==> src/hdl/pip_pkg.sv <==
// ----------------------------------------------------------------------------
// pip_pkg
// Shared types and constants for the point-in-polygon crossing-number block.
// ----------------------------------------------------------------------------
package pip_pkg;

  localparam int MaxVerticesDef = 64;
  localparam int CoordWidthDef  = 16;
  localparam int TotalWidth     = 7;
  localparam int KindWidth      = 2;

  typedef enum logic [KindWidth-1:0] {
    KIND_CLEAR  = 2'd0,
    KIND_APPEND = 2'd1,
    KIND_TEST   = 2'd2,
    KIND_NONE   = 2'd3
  } kind_t;

  typedef enum logic [3:0] {
    ST_IDLE,
    ST_RD_FIRST,
    ST_RD_WAIT,
    ST_EDGE,
    ST_DIV,
    ST_CMP,
    ST_NEXT,
    ST_OUT
  } state_t;

  // controller to datapath
  typedef struct packed {
    logic take_item;   // latch the input item
    logic do_clear;
    logic do_append;
    logic rd_start;    // address the last vertex, restart at vertex 0
    logic load_edge;   // capture vertex i, start edge evaluation
    logic div_start;
    logic do_cmp;      // compare px with the crossing x, flip parity if greater
    logic rd_next;     // step to next vertex
    logic load_out;    // load result register
  } pip_cmd_t;

  // datapath to controller
  typedef struct packed {
    logic is_test;
    logic is_empty;
    logic spans;
    logic div_done;
    logic last_edge;
  } pip_sts_t;

endpackage

==> src/hdl/pip_ram.sv <==
// ----------------------------------------------------------------------------
// pip_ram
// Generic single-port RAM with registered read.
// ----------------------------------------------------------------------------
module pip_ram #(
  parameter int Width = 16,
  parameter int Depth = 64
) (
  input  logic                     clk,
  input  logic                     we,
  input  logic [$clog2(Depth)-1:0] addr,
  input  logic [Width-1:0]         wdata,
  output logic [Width-1:0]         rdata
);
  logic [Width-1:0] mem [Depth];

  always_ff @(posedge clk) begin
    if (we) begin
      mem[addr] <= wdata;
    end
    rdata <= mem[addr];
  end
endmodule

==> src/hdl/pip_div.sv <==
// ----------------------------------------------------------------------------
// pip_div
// Iterative signed divider, one quotient bit per cycle, truncating toward
// zero.
// ----------------------------------------------------------------------------
module pip_div #(
  parameter int NumWidth = 34,
  parameter int DenWidth = 17
) (
  input  logic                       clk,
  input  logic                       rst_n,
  input  logic                       start,
  input  logic signed [NumWidth-1:0] num,
  input  logic signed [DenWidth-1:0] den,
  output logic                       done,
  output logic signed [NumWidth-1:0] quot
);
  localparam int CntWidth = $clog2(NumWidth + 1);

  logic [NumWidth-1:0] q_r, q_nxt;
  logic [DenWidth:0]   rem_r, rem_nxt;
  logic [DenWidth-1:0] dmag_r, dmag_nxt;
  logic                neg_r, neg_nxt;
  logic [CntWidth-1:0] cnt_r, cnt_nxt;
  logic                busy_r, busy_nxt;
  logic [DenWidth:0]   trial;
  logic [DenWidth:0]   shifted;

  // restoring step
  always_comb begin
    shifted  = {rem_r[DenWidth-1:0], q_r[NumWidth-1]};
    trial    = shifted - {1'b0, dmag_r};
    q_nxt    = q_r;
    rem_nxt  = rem_r;
    dmag_nxt = dmag_r;
    neg_nxt  = neg_r;
    cnt_nxt  = cnt_r;
    busy_nxt = busy_r;
    if (start) begin
      q_nxt    = num[NumWidth-1] ? NumWidth'(-num) : num;
      dmag_nxt = den[DenWidth-1] ? DenWidth'(-den) : den;
      neg_nxt  = num[NumWidth-1] ^ den[DenWidth-1];
      rem_nxt  = '0;
      cnt_nxt  = CntWidth'(NumWidth);
      busy_nxt = 1'b1;
    end else if (busy_r) begin
      if (!trial[DenWidth]) begin
        rem_nxt = trial;
        q_nxt   = {q_r[NumWidth-2:0], 1'b1};
      end else begin
        rem_nxt = shifted;
        q_nxt   = {q_r[NumWidth-2:0], 1'b0};
      end
      cnt_nxt = cnt_r - 1'b1;
      if (cnt_r == CntWidth'(1)) begin
        busy_nxt = 1'b0;
      end
    end
  end

  always_ff @(posedge clk) begin
    if (!rst_n) begin
      busy_r <= 1'b0;
      cnt_r  <= '0;
    end else begin
      busy_r <= busy_nxt;
      cnt_r  <= cnt_nxt;
    end
    q_r    <= q_nxt;
    rem_r  <= rem_nxt;
    dmag_r <= dmag_nxt;
    neg_r  <= neg_nxt;
  end

  assign done = !busy_r && !start;
  assign quot = neg_r ? NumWidth'(-q_r) : q_r;
endmodule

==> src/hdl/pip_datapath.sv <==
// ----------------------------------------------------------------------------
// pip_datapath
// Vertex store, edge arithmetic, divider, parity and result register.
// ----------------------------------------------------------------------------
module pip_datapath #(
  parameter int MaxVertices = pip_pkg::MaxVerticesDef,
  parameter int CoordWidth  = pip_pkg::CoordWidthDef
) (
  input  logic                    clk,
  input  logic                    rst_n,
  input  pip_pkg::pip_cmd_t       cmd,
  output pip_pkg::pip_sts_t       sts,
  input  logic [1:0]              in_kind,
  input  logic signed [CoordWidth-1:0] in_x,
  input  logic signed [CoordWidth-1:0] in_y,
  output logic                    res_inside,
  output logic [pip_pkg::TotalWidth-1:0] res_total,
  output logic                    res_dropped
);
  localparam int AddrWidth = $clog2(MaxVertices);
  localparam int CntWidth  = $clog2(MaxVertices + 1);
  localparam int DiffWidth = CoordWidth + 1;
  localparam int ProdWidth = 2 * DiffWidth;
  localparam int NumWidth  = ProdWidth;
  localparam int SumWidth  = NumWidth + 1;

  logic [1:0]                  kind_r;
  logic signed [CoordWidth-1:0] px_r, py_r;
  logic [CntWidth-1:0]         count_r, count_nxt;
  logic [CntWidth-1:0]         idx_r, idx_nxt;
  logic [AddrWidth-1:0]        addr;
  logic                        we;
  logic [2*CoordWidth-1:0]     wdata, rdata;
  logic signed [CoordWidth-1:0] xi_r, yi_r, xj_r, yj_r;
  logic signed [ProdWidth-1:0] prod_r;
  logic signed [DiffWidth-1:0] dy_r;
  logic                        parity_r;
  logic                        dropped_r;
  logic                        jload_r;
  logic                        div_done;
  logic signed [NumWidth-1:0]  quot;
  logic signed [SumWidth-1:0]  edge_x;
  logic signed [CoordWidth-1:0] rx, ry;
  logic signed [DiffWidth-1:0] dxji, dyp, dyji;

  assign rx = rdata[2*CoordWidth-1:CoordWidth];
  assign ry = rdata[CoordWidth-1:0];

  // store port: writes on append while not full, reads walk the vertices
  assign we    = cmd.do_append && (count_r < CntWidth'(MaxVertices));
  assign wdata = {in_x, in_y};
  always_comb begin
    if (cmd.do_append) begin
      addr = count_r[AddrWidth-1:0];
    end else if (cmd.rd_start) begin
      addr = AddrWidth'(count_r - 1'b1);
    end else begin
      addr = idx_r[AddrWidth-1:0];
    end
  end

  pip_ram #(.Width(2 * CoordWidth), .Depth(MaxVertices)) u_store (
    .clk   (clk),
    .we    (we),
    .addr  (addr),
    .wdata (wdata),
    .rdata (rdata)
  );

  // vertex count
  always_comb begin
    count_nxt = count_r;
    if (cmd.do_clear) begin
      count_nxt = '0;
    end else if (we) begin
      count_nxt = count_r + 1'b1;
    end
  end

  // edge index
  always_comb begin
    idx_nxt = idx_r;
    if (cmd.rd_start) begin
      idx_nxt = '0;
    end else if (cmd.rd_next) begin
      idx_nxt = idx_r + 1'b1;
    end
  end

  // edge differences taken against vertex i as it leaves the store, so the
  // registered product is ready on the first divide cycle
  assign dxji = DiffWidth'(xj_r) - DiffWidth'(rx);
  assign dyp  = DiffWidth'(py_r) - DiffWidth'(ry);
  assign dyji = DiffWidth'(yj_r) - DiffWidth'(ry);

  pip_div #(.NumWidth(NumWidth), .DenWidth(DiffWidth)) u_div (
    .clk   (clk),
    .rst_n (rst_n),
    .start (cmd.div_start),
    .num   (prod_r),
    .den   (dy_r),
    .done  (div_done),
    .quot  (quot)
  );

  assign edge_x = SumWidth'(quot) + SumWidth'(xi_r);

  always_ff @(posedge clk) begin
    if (!rst_n) begin
      count_r  <= '0;
      parity_r <= 1'b0;
      jload_r  <= 1'b0;
    end else begin
      count_r <= count_nxt;
      jload_r <= cmd.rd_start;
      if (cmd.rd_start) begin
        parity_r <= 1'b0;
      end else if (cmd.do_cmp && (SumWidth'(px_r) > edge_x)) begin
        parity_r <= ~parity_r;
      end
    end
    idx_r <= idx_nxt;
    if (cmd.take_item) begin
      kind_r <= in_kind;
      px_r   <= in_x;
      py_r   <= in_y;
    end
    dropped_r <= cmd.do_append ? !we : (cmd.take_item ? 1'b0 : dropped_r);
    // vertex i as it arrives from the store
    if (cmd.load_edge) begin
      xi_r <= rx;
      yi_r <= ry;
    end
    // first read returns the last vertex, which is j for edge 0
    if (jload_r) begin
      xj_r <= rx;
      yj_r <= ry;
    end else if (cmd.rd_next) begin
      xj_r <= xi_r;
      yj_r <= yi_r;
    end
    prod_r <= dxji * dyp;
    dy_r   <= dyji;
    if (cmd.load_out) begin
      res_inside <= (kind_r == pip_pkg::KIND_TEST) ? parity_r : 1'b0;
      res_total  <= pip_pkg::TotalWidth'(count_r);
      res_dropped <= dropped_r;
    end
  end

  assign sts.is_test   = (kind_r == pip_pkg::KIND_TEST);
  assign sts.is_empty  = (count_r == '0);
  assign sts.spans     = ((yi_r < py_r) && (py_r <= yj_r)) ||
                         ((yj_r < py_r) && (py_r <= yi_r));
  assign sts.div_done  = div_done;
  assign sts.last_edge = (idx_r == CntWidth'(count_r - 1'b1));
endmodule

==> config.mk <==
export PLATFORM = sky130hd
export DESIGN_NAME = pip_datapath
export DESIGN_NICKNAME = d
export VERILOG_FILES = /design/src/hdl/pip_pkg.sv /design/src/hdl/pip_ram.sv /design/src/hdl/pip_div.sv /design/src/hdl/pip_datapath.sv
export SDC_FILE = /design/constraint.sdc
export NUM_CORES = 2
export LEC_CHECK = 0
export BUFFER_PORTS_ARGS = -buffer_cell sky130_fd_sc_hd__buf_2
export CELL_PAD_IN_SITES_DETAIL_PLACEMENT = 1
export CELL_PAD_IN_SITES_GLOBAL_PLACEMENT = 1
export CORE_MARGIN = 3
export CORE_UTILIZATION = 38
export DETAILED_ROUTE_END_ITERATION = 10
export HOLD_SLACK_MARGIN = 0.03
export MAX_ROUTING_LAYER = met4
export PLACE_DENSITY = 0.68
export SKIP_CTS_REPAIR_TIMING = 1
export SLEW_MARGIN = 15
export SYNTH_ARGS = -nofsm -noshare
export SYNTH_HDL_FRONTEND = slang
export SYNTH_SLANG_ARGS = --single-unit
==> constraint.sdc <==
create_clock -name clk -period 9.2 [get_ports clk]
set_input_delay 0.46 -clock clk [delete_from_list [all_inputs] [get_ports clk]]
set_output_delay 0.46 -clock clk [all_outputs]
set_load 0.05 [all_outputs]
# Yosys cells after proc, flatten, opt, wreduce, memory -nomap -nowiden
# Memories as Yosys holds them, arrays and structs flattened. A register that Yosys moved wholly into a read port is not among the register bits.
# Cells that the tools add are included.
dict set report totals {
  inputBits 45
  output_inout_bits 14
  regBits 251
  wordCells 89
  mem_count 1
  ram_bits 2048
}
dict set report classes {
  n_reduce_logical 16
  n_bitwise 3
  n_mul 1
  order_cmp 6
  mux 22
  addsub 12
  eq_ne 3
}
# name depth word_bits rd rd_clocked_by_memory_dff wr line
set mem_list {}
lappend mem_list {u_store.mem 64 32 1 1 1 pip_ram.sv:15} ;# logic [Width-1:0] mem [Depth];
# op n
set ops {}
lappend ops {{$mux 34} 4}
lappend ops {{$mux 16} 5}
lappend ops {{$neg 34->34} 2}
lappend ops {{$sub 16x16->17} 3}
lappend ops {{$add 34x16->35} 1}
lappend ops {{$gt 16x35->1} 1}
lappend ops {{$mul 17x17->34} 1}
lappend ops {{$le 16x16->1} 2}
lappend ops {{$lt 16x16->1} 2}
lappend ops {{$mux 6} 4}
lappend ops {{$sub 18x17->18} 1}
lappend ops {{$mux 17} 1}
lappend ops {{$neg 17->17} 1}
lappend ops {{$add 7x1->7 const B} 2}
lappend ops {{$mux 1} 8}
lappend ops {{$eq 7x7->1} 1}
lappend ops {{$logic_not 7->1} 1}
lappend ops {{$lt 7x7->1 const B} 1}
lappend ops {{$sub 7x1->7 const B} 1}
lappend ops {{$eq 6x1->1 const B} 1}
lappend ops {{$reduce_bool 2->1} 3}
lappend ops {{$reduce_or 2->1} 3}
lappend ops {{$sub 6x1->6 const B} 1}
lappend ops {{$logic_and 1x1->1} 5}
lappend ops {{5 further kinds} 8}

# Longest topological paths before layout
dict set report depth {
  depth_word 5
  depth_mapped 36
  ltp_nobuf 35
}

# Hierarchy
# Synthesis repeated with hierarchy kept, for this count alone.
dict set report hier_totals {
  hier_cells 7177
  area_unflattened_um2 106395.8
}
# mod cells_each instances area_each_um2
set modules_own_cells {}
lappend modules_own_cells {pip_ram 4239 1 78928.2}
lappend modules_own_cells {pip_datapath 2306 1 21868.5}
lappend modules_own_cells {pip_div 632 1 5599.1}

# Least setup slack after synthesis
# OpenSTA, ideal clock, no wires.
dict set report synth_path {
  path_type {register to register}
  from {register u_store.rdata[17], read port of u_store.mem}
  to {register prod_r[25]}
  path_slack_ns 0.925
  required_ns 9.069
  n_path_buf 1
  t_arrival_ns 8.144
  stages_incl_launch_ff 35
  setup_time_ns 0.131
  cell_sequence {dfxtp_1 > inv_1 > ha_1 > nor2b_1 > o21ai_0 > nand2b_1 > a311o_1 > a221oi_1 > a21oi_1 > a211o_1 > a21oi_1 > xnor2_1 > clkbuf_1 > nand2_1 > fa_1 > inv_1 > fa_1 > inv_1 > fa_1 > inv_1 > fa_1 > fa_1 > inv_1 > fa_1 > inv_1 > ha_1 > and4_1 > a21oi_1 > o21ai_0 > a31oi_1 > o21ai_1 > a41o_1 > or4_1 > o311ai_0 > a21oi_1}
}
dict set report synth_via {
  elab_chain_len 2
}
# item line
set synth_lines {}
lappend synth_lines {{start: declaration} pip_ram.sv:13} ;# output logic [Width-1:0] rdata
lappend synth_lines {{$sub 16x16->17} pip_datapath.sv:92} ;# assign dxji = DiffWidth'(xj_r) - DiffWidth'(rx);
lappend synth_lines {{$mul 17x17->34} pip_datapath.sv:142} ;# prod_r <= dxji * dyp;
lappend synth_lines {{end signal: assignment} pip_datapath.sv:142}
lappend synth_lines {{end: declaration} pip_datapath.sv:35} ;# logic signed [ProdWidth-1:0] prod_r;
# Every way passes these cells.
# A chain may end at the register's enable or synchronous reset.

# Worst setup path in the final report
# Ends and elaborated chain as after synthesis.

==> results.cfg <==
[grt]
grt_pass1_vias = 72640
track_usage_pct = 26.41
grt.overflow.total = 0
antenna_found_initial = 33
grt_pass1_wl_um = 532600
grt_max_degree = 100

[sta]
fmaxAchievable_mhz = 113.9
worstMarginPinSlew_ns = 1.341
setup_violations = 0
slew_headroom_pct = 10.39
fin_tns_setup_ns = 0
period_share_pct = 95.45
slew_viol_final = 0
skew_ns = 0.1635
hold_viol = 0
period_needed_ns = 8.781
rsz0062_at_grt = false

[floorplanning]
start_util_pct = 38.40
die-area_mm2 = 0.2844
die-width_um = 533.2
core-area_mm2 = 0.2751
ios = 59
num_rows = 192
die_h_um = 533.2

[clock_network]
clk_path_buf_depth = 4
htreeDepth = 4
cts_tree = done
cts-root-buf = clkbuf_16
cts.sinks = 2331
clk_latency_ns = 0.97
clk_pin_slew_ns = 0.06
numCtsBuffers = 247

[drt]
wl_um = 373100
ant_nets = 0
drt_iter0_drc = 9405
first_pass_iters = 6
dr_total_vias = 70840
wl_per_cell_um = 31.67
route.detailed.drc = 0
vias_per_cell = 6.013

[hold_path]
holdCritPathClass = input pin to flop

[run_status]
status = finished, final reports clean

[critical_path]
criticalPathCategory = flop to flop
cp_slowest_cell = fa_1
critPathCaptureType = flop
cp.arrival_ns = 9.46
crit_top_cell = fa_1
worstPathMaxFanout = 7
critPathLaunchType = flop
crit_required_ns = 9.88
slowest_delay_ns = 0.55
rrSetupSlack_ns = 0.42

[synth]
yosys.cell_types.count = 81
synth_seq_cells = 2331
synth_area_per_cell_um2 = 13.72
synthCells = 7699
yosysSeqAreaShare_pct = 65.10
netlist_area_mm2 = 0.1056
yosys_warnings = 0
ys_async_sr_fraction_pct = 0
synth_edf_count = 2208
syn_nets = 8304
ys.flop_type = edfxtp_1

[placed_design]
io_buffers = 58
placed_cells = 11300
dpl_cell_area_mm2 = 0.1117
hpwl_um = 227700
gp_congestion = 0.9237

[layout]
synthToLayoutAreaGrowth_pct = 13.29
fin_nets = 8479
design_area_mm2 = 0.1197
layout-drive-gt1-share_pct = 11.42
layout.cells.non_filler = 11780
final_cell_mix = 2208 x edfxtp_1, 1026 x nand2_1, 722 x a21oi_1, 421 x inv_1, 322 x nor2_1
final_common_cell = edfxtp_1

[run]
drv_cap = 0
==> per-stage QoR <==
step,hold WS (ns),worst slack [ns],utilization [%]
2_1_floorplan,0.4003,0.9250,-
3_3_place_gp,0.4076,0.2568,40.61
3_5_place_dp,0.4124,0.2288,40.61
4_1_cts,-0.2364,0.1941,43.45
5_1_grt,0.1062,0.02235,43.50
6_report,0.08759,0.4189,43.51
==> critical path: cells and delay by family, from the launching register on <==
kind / cells / cell delay, ns
buf+inv: 6 / 0.53
xor+xnor: 1 / 0.25
simple gates: 5 / 1.12
flops: 1 / 0.40
compound gates: 13 / 2.77
fa+ha+maj: 8 / 3.56
==> registers in the layout (all words and copies together) (netlist names), 17 cells and up <==
| name | cells |
|---|---|
| u_div.rem_r | 17 |
| u_div.q_r | 34 |
| u_store.mem | 2048 |
| dy_r | 17 |
| u_div.dmag_r | 17 |
| u_store.rdata | 32 |
| prod_r | 34 |
==> per-layer routing <==
| metal | GRT usage, % | vias to the layer above | routed length (µm) |
|---|---|---|---|
| li1 | - | 28980 | - |
| met1 | 34.39 | 36770 | 144600 |
| met2 | 41.15 | 4217 | 173300 |
| met3 | 4.852 | 864 | 38580 |
| met4 | 10.20 | 0 | 16630 |
| met5 | - | - | 0 |
==> cells by family (layout without fill, tap and decap cells) <==
logic type	Yosys count	count (layout)	synth area share, %
adders and majority gates	560	560	8.779
buffers and inverters	809	1184	3.049
other	0	21	0
muxes	222	222	3.404
and+or+nand+nor	1798	1798	7.209
xor gates and xnor gates	229	229	1.899
DFF	2331	2331	65.10
AOI/OAI and AO/OA	1750	1750	10.56
==> final cells by class <==
type	count	area (µm²)
Multi-Input combinational cell	4559	34420
Inverter	421	1580
Timing Repair Buffer	314	2440
Sequential cell	2331	68770
Antenna cell	21	52.55
Tap cell	3686	4612
Fill cell	27780	155400
Clock buffer	316	6591
Clock inverter	133	1206
==> Yosys cell counts (all sizes together) (40+ instances only) <==
cell type	n	area [µm²]
a21oi	724	3623
a221oi	96	840.8
and2	41	256.5
xor2	92	805.8
inv	421	1580
dfxtp	123	2462
o21ai	196	984.7
edfxtp	2208	66300
clkbuf	189	709.4
xnor2	137	1200
a22oi	108	810.8
o22ai	109	681.9
a211oi	157	1179
mux2i	96	960.9
buf	199	930.9
ha	258	3228
nor2	410	1539
fa	302	6046
nand3	42	210.2
mux4	108	2432
nand2	1032	3874
nand2b	41	256.5
nor3	56	285.3
nor2b	40	250.2
a21o	48	360.4
==> path summary, 6_finish.rpt <==
check | start | end | cells past startpoint
setup / recovery | u_store.rdata[17] | prod_r[25] | 33
hold / removal | cmd[5] | idx_r[6] | 2
setup reg to reg | u_store.rdata[17] | prod_r[25] | 33
hold reg to reg | dropped_r | res_dropped | 0
Power is left out: the tool's default activity adds up to more than one toggle a clock period on the data nets, which glitch-free logic cannot reach.
